[src/hdl/sbcd_pkg.sv]
// ----------------------------------------------------------------------------
// sbcd_pkg
// Shared types and constants of the sector buffer cache directory: word
// layouts of both channels, operation and status codes, entry flag bits.
// ----------------------------------------------------------------------------
package sbcd_pkg;

  // default sizes of the directory
  localparam int ENTRIES_DEF     = 32;
  localparam int SECTOR_BITS_DEF = 48;
  localparam int COUNT_BITS_DEF  = 8;

  // fixed field widths of the channel words
  localparam int OP_W     = 3;
  localparam int SECTOR_W = 48;
  localparam int ENTRY_W  = 5;
  localparam int STATUS_W = 2;

  // operation codes
  typedef enum logic [OP_W-1:0] {
    OP_READ_GET      = 3'd0,
    OP_GET_FOR_WRITE = 3'd1,
    OP_RELEASE       = 3'd2,
    OP_MARK_WRITTEN  = 3'd3,
    OP_SYNC          = 3'd4
  } op_t;

  // result status codes
  typedef enum logic [STATUS_W-1:0] {
    ST_OK        = 2'd0,
    ST_NO_FREE   = 2'd1,
    ST_COUNT_ERR = 2'd2
  } status_t;

  // per-entry flag bits
  typedef struct packed {
    logic in_use;
    logic valid;
    logic dirty;
  } ent_flags_t;

  // request word
  typedef struct packed {
    logic [OP_W-1:0]     operation;
    logic [SECTOR_W-1:0] sector;
    logic [ENTRY_W-1:0]  entry;
  } req_word_t;

  // result word
  typedef struct packed {
    logic [STATUS_W-1:0] status;
    logic [ENTRY_W-1:0]  entry_index;
    logic                hit;
    logic                write_back;
    logic [SECTOR_W-1:0] write_back_sector;
    logic                fetch;
    logic                flush;
    logic                last;
  } rsp_word_t;

endpackage

[src/hdl/sbcd_cell.sv]
// ----------------------------------------------------------------------------
// sbcd_cell
// One directory entry: tag, flag bits and reference count. Takes its
// neighbor's entry on shift, or a new entry from the controller on load.
// ----------------------------------------------------------------------------
module sbcd_cell
  import sbcd_pkg::*;
#(
  parameter int TAG_W      = SECTOR_BITS_DEF,
  parameter int COUNT_BITS = COUNT_BITS_DEF
) (
  input  logic                  clk,
  input  logic                  rst,
  input  logic                  shift,
  input  logic                  load,
  input  logic [TAG_W-1:0]      nb_tag,
  input  ent_flags_t            nb_flags,
  input  logic [COUNT_BITS-1:0] nb_count,
  input  logic [TAG_W-1:0]      ld_tag,
  input  ent_flags_t            ld_flags,
  input  logic [COUNT_BITS-1:0] ld_count,
  output logic [TAG_W-1:0]      tag,
  output ent_flags_t            flags,
  output logic [COUNT_BITS-1:0] count
);

  // control part of the entry, cleared at reset
  always_ff @(posedge clk) begin
    if (rst) begin
      flags <= '0;
      count <= '0;
    end else if (load) begin
      flags <= ld_flags;
      count <= ld_count;
    end else if (shift) begin
      flags <= nb_flags;
      count <= nb_count;
    end
  end

  // sector tag, only meaningful once the entry is in use
  always_ff @(posedge clk) begin
    if (load) begin
      tag <= ld_tag;
    end else if (shift) begin
      tag <= nb_tag;
    end
  end

endmodule

[src/hdl/sector_buffer_cache_directory_unit.sv]
// ----------------------------------------------------------------------------
// sector_buffer_cache_directory_unit
// Directory of a sector buffer cache held in a ring of entry cells.
// ----------------------------------------------------------------------------
// Usage
//   req channel: one word per operation (read_get, get_for_write, release,
//   mark_written, sync). rsp channel: result words; the final word of an
//   operation has last set. Both channels use valid/stall.
// Operation
//   The entries sit in a ring of ENTRIES cells. Every operation rotates the
//   ring once, one cell per cycle while not paused, and looks only at the
//   head cell: lookups note the lowest match and the lowest free entry,
//   release and mark_written edit their entry as it passes the head, sync
//   emits a word for every dirty entry passing the head. After the turn the
//   ring is home and a lookup writes its chosen cell directly.
// Timing
//   One word is worked on at a time. The last result is loaded once the ring
//   has turned home and the done state finds room on rsp; the next request
//   is taken only after the unit has gone back to idle. A stalled rsp holds
//   its word; during sync the ring pauses while a write-back word cannot be
//   handed on.
// Reset
//   rst clears all flags and counts at once; tags need no reset.
// ----------------------------------------------------------------------------
module sector_buffer_cache_directory_unit
  import sbcd_pkg::*;
#(
  parameter int ENTRIES     = ENTRIES_DEF,
  parameter int SECTOR_BITS = SECTOR_BITS_DEF,
  parameter int COUNT_BITS  = COUNT_BITS_DEF
) (
  input  logic      clk,
  input  logic      rst,
  input  logic      req_valid,
  output logic      req_stall,
  input  req_word_t req,
  output logic      rsp_valid,
  input  logic      rsp_stall,
  output rsp_word_t rsp
);

  localparam int IDX_W = $clog2(ENTRIES);
  localparam int TAG_W = (SECTOR_BITS < SECTOR_W) ? SECTOR_BITS : SECTOR_W;
  localparam int EW    = (IDX_W > ENTRY_W) ? IDX_W : ENTRY_W;
  localparam logic [IDX_W-1:0] LAST_POS = IDX_W'(ENTRIES - 1);

  typedef enum logic [2:0] {
    S_IDLE = 3'b001,
    S_SCAN = 3'b010,
    S_DONE = 3'b100
  } state_t;

  state_t state;

  // latched request
  logic [OP_W-1:0]    op_q;
  logic [TAG_W-1:0]   sector_q;
  logic [ENTRY_W-1:0] entry_q;

  // ring position and scan records
  logic [IDX_W-1:0]      pos;
  logic                  hit_found;
  logic [IDX_W-1:0]      hit_idx;
  ent_flags_t            hit_flags;
  logic [COUNT_BITS-1:0] hit_count;
  logic                  free_found;
  logic [IDX_W-1:0]      free_idx;
  logic                  free_wb;
  logic [TAG_W-1:0]      free_tag;
  logic                  rel_ok;

  // cell row
  logic [TAG_W-1:0]      cell_tag   [ENTRIES];
  ent_flags_t            cell_flags [ENTRIES];
  logic [COUNT_BITS-1:0] cell_count [ENTRIES];

  logic [TAG_W-1:0]      fb_tag;
  ent_flags_t            fb_flags;
  logic [COUNT_BITS-1:0] fb_count;

  logic                  step;
  logic                  commit;
  logic [IDX_W-1:0]      commit_idx;
  ent_flags_t            commit_flags;
  logic [COUNT_BITS-1:0] commit_count;

  logic      is_lookup, for_read, is_sync, is_release, is_mark;
  logic      head_match, head_free, head_dirty, pos_is_entry;
  logic      sync_emit, out_free, done_fire, rsp_load;
  rsp_word_t done_word, sync_word, rsp_next;

  function automatic logic [ENTRY_W-1:0] to_index(input logic [IDX_W-1:0] p);
    logic [EW-1:0] w;
    w = EW'(p);
    return w[ENTRY_W-1:0];
  endfunction

  // operation decode
  assign for_read   = (op_q == OP_READ_GET);
  assign is_lookup  = (op_q == OP_READ_GET) || (op_q == OP_GET_FOR_WRITE);
  assign is_release = (op_q == OP_RELEASE);
  assign is_mark    = (op_q == OP_MARK_WRITTEN);
  assign is_sync    = (op_q == OP_SYNC);

  // head cell view
  assign head_match = cell_flags[0].in_use && (cell_tag[0] == sector_q) &&
                      (!for_read || cell_flags[0].valid);
  assign head_free    = (cell_count[0] == '0);
  assign head_dirty   = cell_flags[0].in_use && cell_flags[0].dirty;
  assign pos_is_entry = (EW'(pos) == EW'(entry_q));

  // ring advance, paused while a sync word waits for room
  assign out_free  = !rsp_valid || !rsp_stall;
  assign sync_emit = (state == S_SCAN) && is_sync && head_dirty;
  assign step      = (state == S_SCAN) && (!sync_emit || out_free);
  assign done_fire = (state == S_DONE) && out_free;

  // head entry as handed back to the tail
  always_comb begin
    fb_tag   = cell_tag[0];
    fb_flags = cell_flags[0];
    fb_count = cell_count[0];
    if (is_sync && head_dirty) begin
      fb_flags.dirty = 1'b0;
    end
    if (is_mark && pos_is_entry) begin
      fb_flags.dirty = 1'b0;
    end
    if (is_release && pos_is_entry && !head_free) begin
      fb_count = cell_count[0] - COUNT_BITS'(1);
    end
  end

  // lookup write into the chosen cell once the ring is home
  assign commit = done_fire && is_lookup &&
                  (hit_found ? !(&hit_count) : free_found);
  assign commit_idx = hit_found ? hit_idx : free_idx;

  always_comb begin
    if (hit_found) begin
      commit_flags = hit_flags;
      commit_count = hit_count + COUNT_BITS'(1);
    end else begin
      commit_flags.in_use = 1'b1;
      commit_flags.valid  = for_read;
      commit_flags.dirty  = !for_read;
      commit_count        = COUNT_BITS'(1);
    end
  end

  // ring of entry cells
  genvar gi;
  generate
    for (gi = 0; gi < ENTRIES; gi++) begin : g_cell
      logic                  ld;
      logic [TAG_W-1:0]      nb_tag;
      ent_flags_t            nb_flags;
      logic [COUNT_BITS-1:0] nb_count;

      assign ld = commit && (commit_idx == IDX_W'(gi));

      if (gi == ENTRIES - 1) begin : g_tail
        assign nb_tag   = fb_tag;
        assign nb_flags = fb_flags;
        assign nb_count = fb_count;
      end else begin : g_link
        assign nb_tag   = cell_tag[gi+1];
        assign nb_flags = cell_flags[gi+1];
        assign nb_count = cell_count[gi+1];
      end

      sbcd_cell #(
        .TAG_W      (TAG_W),
        .COUNT_BITS (COUNT_BITS)
      ) u_cell (
        .clk      (clk),
        .rst      (rst),
        .shift    (step),
        .load     (ld),
        .nb_tag   (nb_tag),
        .nb_flags (nb_flags),
        .nb_count (nb_count),
        .ld_tag   (sector_q),
        .ld_flags (commit_flags),
        .ld_count (commit_count),
        .tag      (cell_tag[gi]),
        .flags    (cell_flags[gi]),
        .count    (cell_count[gi])
      );
    end
  endgenerate

  // sequencer
  always_ff @(posedge clk) begin
    if (rst) begin
      state <= S_IDLE;
    end else begin
      case (state)
        S_IDLE: begin
          if (req_valid) begin
            state <= S_SCAN;
          end
        end
        S_SCAN: begin
          if (step && (pos == LAST_POS)) begin
            state <= S_DONE;
          end
        end
        S_DONE: begin
          if (out_free) begin
            state <= S_IDLE;
          end
        end
        default: state <= S_IDLE;
      endcase
    end
  end

  // request latch and scan records
  always_ff @(posedge clk) begin
    if ((state == S_IDLE) && req_valid) begin
      op_q       <= req.operation;
      sector_q   <= req.sector[TAG_W-1:0];
      entry_q    <= req.entry;
      pos        <= '0;
      hit_found  <= 1'b0;
      free_found <= 1'b0;
      rel_ok     <= 1'b0;
    end else if (step) begin
      pos <= pos + IDX_W'(1);
      if (is_lookup && head_match && !hit_found) begin
        hit_found <= 1'b1;
        hit_idx   <= pos;
        hit_flags <= cell_flags[0];
        hit_count <= cell_count[0];
      end
      if (is_lookup && head_free && !free_found) begin
        free_found <= 1'b1;
        free_idx   <= pos;
        free_wb    <= head_dirty;
        free_tag   <= cell_tag[0];
      end
      if (is_release && pos_is_entry) begin
        rel_ok <= !head_free;
      end
    end
  end

  // final result word
  always_comb begin
    done_word      = '0;
    done_word.last = 1'b1;
    case (op_q)
      OP_READ_GET, OP_GET_FOR_WRITE: begin
        if (hit_found) begin
          done_word.hit         = 1'b1;
          done_word.entry_index = to_index(hit_idx);
          done_word.status      = (&hit_count) ? ST_COUNT_ERR : ST_OK;
        end else if (free_found) begin
          done_word.entry_index = to_index(free_idx);
          done_word.write_back  = free_wb;
          done_word.write_back_sector = free_wb ? SECTOR_W'(free_tag) : '0;
          done_word.fetch       = for_read;
        end else begin
          done_word.status = ST_NO_FREE;
        end
      end
      OP_RELEASE: begin
        done_word.status      = rel_ok ? ST_OK : ST_COUNT_ERR;
        done_word.entry_index = entry_q;
      end
      OP_MARK_WRITTEN: begin
        done_word.entry_index = entry_q;
      end
      OP_SYNC: begin
        done_word.flush = 1'b1;
      end
      default: ;
    endcase
  end

  // sync write-back word for the head entry
  always_comb begin
    sync_word                   = '0;
    sync_word.entry_index       = to_index(pos);
    sync_word.write_back        = 1'b1;
    sync_word.write_back_sector = SECTOR_W'(cell_tag[0]);
  end

  assign rsp_load = (sync_emit && step) || done_fire;
  assign rsp_next = (state == S_DONE) ? done_word : sync_word;

  // output register
  always_ff @(posedge clk) begin
    if (rst) begin
      rsp_valid <= 1'b0;
    end else if (rsp_load) begin
      rsp_valid <= 1'b1;
    end else if (!rsp_stall) begin
      rsp_valid <= 1'b0;
    end
  end

  always_ff @(posedge clk) begin
    if (rsp_load) begin
      rsp <= rsp_next;
    end
  end

  assign req_stall = (state != S_IDLE);

endmodule

[config.mk]
export PLATFORM = sky130hd
export DESIGN_NAME = sector_buffer_cache_directory_unit
export DESIGN_NICKNAME = d
export VERILOG_FILES = /design/src/hdl/sbcd_pkg.sv /design/src/hdl/sbcd_cell.sv /design/src/hdl/sector_buffer_cache_directory_unit.sv
export SDC_FILE = /design/constraint.sdc
export NUM_CORES = 2
export LEC_CHECK = 0
export BUFFER_PORTS_ARGS = -buffer_cell sky130_fd_sc_hd__buf_2
export CORE_AREA = 2 2 487 489
export DETAILED_ROUTE_END_ITERATION = 10
export DIE_AREA = 0 0 489 491
export GPL_TIMING_DRIVEN = 0
export HOLD_SLACK_MARGIN = 0.12
export SLEW_MARGIN = 10
export SYNTH_ARGS = -nofsm -noshare
export SYNTH_HDL_FRONTEND = slang
export SYNTH_SLANG_ARGS = --single-unit
[constraint.sdc]
create_clock -name clk -period 7.35 [get_ports clk]
set_clock_uncertainty 0.15 [all_clocks]
set_input_delay 0 -clock clk [delete_from_list [all_inputs] [get_ports clk]]
set_output_delay 0 -clock clk [all_outputs]
set_load 0.05 [all_outputs]
==> results.sh <==
export IMPL_crit_fanout=29
export IMPL_p_sw_share_pct=22.5
export IMPL_crit_required_ns=7.81
export IMPL_syn_inst=8935
export IMPL_fin_cells=12800
export IMPL_fin_crit_sh_pct=71.9
export IMPL_globalRouteTotalUtil_pct=23.7
export IMPL_fillers=21900
export IMPL_cts_path_max_buffers=3
export IMPL_p_switching_mw=5.71
export IMPL_dieArea_um2=240000
export IMPL_final_common_cell="nand2_1"
export IMPL_outcome="finished, final reports clean"
export IMPL_finalPower_mw=25.4
export IMPL_ys_flop_type="edfxtp_1"
export IMPL_numCtsBuffers=212
export IMPL_ctsRootBufferMaster="clkbuf_16"
export IMPL_clockPowerShare_pct=44.9
export IMPL_cts_tree="yes"
export IMPL_clk_latency_ns=0.88
export IMPL_synth_net_count=9000
export IMPL_clock_sinks=2086
export IMPL_antenna_found_initial=8
export IMPL_worst_setup_path_type="reg2reg"
export IMPL_synth_edf_count=1722
export IMPL_hold_violations=0
export IMPL_fmax_mhz=189
export IMPL_yosysWarnings=0
export IMPL_grt_pass1_wl_um=419000
export IMPL_cts_resized=0
export IMPL_fin_ws_ns=2.06
export IMPL_grt_max_degree=45
export IMPL_drv_slew=0
export IMPL_grt_overflow=0
export IMPL_cellLeakagePower_nw=39.7
export IMPL_finalSetupViolations=0
export IMPL_clk_pin_slew_ns=0.06
export IMPL_pre_cts_ws_ns=2.24
export IMPL_grt_pass1_vias=61700
export IMPL_die_w_um=489
export IMPL_relSlewSlack_pct=8.75
export IMPL_drtPass1Iterations=9
export IMPL_drive_gt1_share_pct=8.35
export IMPL_initial_core_util_pct=37.9
export IMPL_layout_common_cells="4,881 x nand2_1, 1,722 x edfxtp_1, 571 x clkbuf_1"
export IMPL_rsz0062_at_grt="false"
export IMPL_worst_hold_path_type="in2reg"
export IMPL_num_io_pins=122
export IMPL_critPathLaunchType="flop"
export IMPL_syn_area_um2=88800
export IMPL_p_comb_share_pct=3.9
export IMPL_postRouteAntennaNets=0
export IMPL_synth_seq_area_share_pct=66.4
export IMPL_avgSynthCellArea_um2=9.94
export IMPL_wl_per_cell_um=22.7
export IMPL_areaGrowthSynthToFinish_pct=15.8
export IMPL_place_gp_congestion=1.00
export IMPL_post_dp_hpwl_um=211000
export IMPL_drt_wl_total_um=290000
export IMPL_port_buffers=121
export IMPL_worst_setup_path_end_kind="flop"
export IMPL_ys_seq_elements=2086
export IMPL_intPower_mw=19.7
export IMPL_p_per_area_nw_per_um2=247
export IMPL_drt_iter0_drc=8326
export IMPL_r2r_start="hit_count[1]"
export IMPL_critPathArrivalTime_ns=5.75
export IMPL_drv_cap=0
export IMPL_vias_per_cell=5.16
export IMPL_fp_dieH_um=491
export IMPL_cp_startpoint="hit_count[1]"
export IMPL_worst_pin_slew_ns=1.37
export IMPL_period_minus_slack_ns=5.29
export IMPL_hold_path_startpoint="req[26]"
export IMPL_ys_types=66
export IMPL_core_area_um2=235000
export IMPL_place_inst=12300
export IMPL_p_seq_share_pct=51.2
export IMPL_async_flop_share_pct=0
export IMPL_drc=0
export IMPL_rows=178
export IMPL_ir_drop_mv=0.264
export IMPL_vias=66000
export IMPL_nets=9503
export IMPL_cts_htree_levels=4
## area by class of cell
| cell class | instances | area, um^2 | area share [%] |
|---|---|---|---|
| clock inverter | 151 | 1750 | 1.71 |
| antenna | 5 | 12.5 | 0.0122 |
| buffer | 749 | 3140 | 3.05 |
| tap | 3150 | 3940 | 3.83 |
| multi-input combinational | 6073 | 26600 | 25.9 |
| clock buffer | 249 | 5580 | 5.42 |
| timing repair buffer | 289 | 2680 | 2.60 |
| sequential | 2086 | 59000 | 57.4 |
| inverter | 27 | 106 | 0.103 |
## critical path, stage by stage, from the launching register on
cell      delay (ns)
edfxtp_1        0.39
ha_1            0.27
nand4_1         0.18
o21ai_0         0.95
buf_2           0.54
nor4_2          0.21
nand2_1         0.50
clkbuf_1        0.79
buf_2           0.35
nand2_2         0.33
buf_12          0.32
## repair_timing
action                                 in CTS  in global routing
endpoints found under the hold margin     214                  0
buffers inserted                            0                  0
hold buffers                              119                  0
## cells by family (layout without fill, tap and decap cells)
group	after synthesis	count (layout)	share of synthesized area, %
simple gates	5259	5259	23.0
flops	2086	2086	66.4
buf+inv	776	1465	3.65
compound gates	697	697	5.64
xor+xnor	62	62	0.612
mux	50	50	0.631
fa+ha+maj	5	5	0.0705
other cells	0	5	0
## state kept, by name, indices dropped and copies added (netlist names), 5 cells and up
| signal | cells |
|---|---|
| entry_q | 5 |
| free_idx | 5 |
| free_tag | 48 |
| g_cell.u_cell.count | 256 |
| g_cell.u_cell.flags | 96 |
| g_cell.u_cell.tag | 1536 |
| hit_count | 8 |
| hit_idx | 5 |
| pos | 5 |
| rsp | 60 |
| sector_q | 48 |
## cells in the mapped netlist, types with 9 or more instances
library cell | count | area [um^2]
a311oi_2 | 21 | 315
and3_1 | 12 | 75.1
nor3_1 | 12 | 60.1
mux2_2 | 43 | 484
a311oi_1 | 91 | 797
nor2_1 | 155 | 582
nand2_1 | 4896 | 18400
edfxtp_1 | 1722 | 51700
a22o_1 | 57 | 499
a31oi_1 | 15 | 93.8
a21oi_1 | 198 | 991
buf_2 | 157 | 786
buf_6 | 15 | 169
xor2_1 | 23 | 201
o21ai_0 | 20 | 100
clkbuf_1 | 544 | 2040
buf_1 | 29 | 109
inv_1 | 25 | 93.8
nand3_1 | 74 | 370
nand4_1 | 24 | 150
nor4_4 | 9 | 191
dfxtp_1 | 364 | 7290
o22ai_1 | 42 | 263
and4_1 | 16 | 140
nor4_1 | 11 | 68.8
a22oi_1 | 214 | 1610
xnor2_1 | 39 | 342
## worst paths after layout
kind / to / slack, ns / depth (start not counted)
setup / recovery: g_cell[19].u_cell.tag[30] / 2.06 / 10
hold / removal: sector_q[21] / 0.21 / 3
setup reg to reg: g_cell[19].u_cell.tag[30] / 2.06 / 10
hold reg to reg: g_cell[8].u_cell.count[2] / 0.31 / 2
## power by group through the flow
stage                     combinational [mW]  clock [mW]  sequential, mW
after global routing                    1.04        12.0            13.0
after detailed placement               0.912           0            13.3
final                                  0.989        11.4            13.0
after floorplan                        0.450           0            13.2
after global placement                 0.870           0            13.3
after CTS                              0.966        11.5            13.0
## routing by layer
metal	routed length (um)	vias up	track usage (%)
met1	123000	31300	33.4
li1	-	30700	-
met4	17600	0	12.8
met2	123000	3408	34.5
met3	26600	578	4.19
met5	0	-	0
## through the flow
| stage | util (%) | cell area (um^2) | TNS [ns] | hold WS (ns) |
|---|---|---|---|---|
| after floorplan | - | 88800 | 0 | -0.0511 |
| after global placement | 39.8 | 93300 | -156.27 | 0.0260 |
| after detailed placement | 40.2 | 94300 | 0 | 0.0282 |
| after CTS | 43.8 | 103000 | 0 | 0.151 |
| after global routing | 43.8 | 103000 | 0 | 0.213 |
| final | 43.8 | 103000 | 0 | 0.212 |
Power figures use the tool's default switching activity.
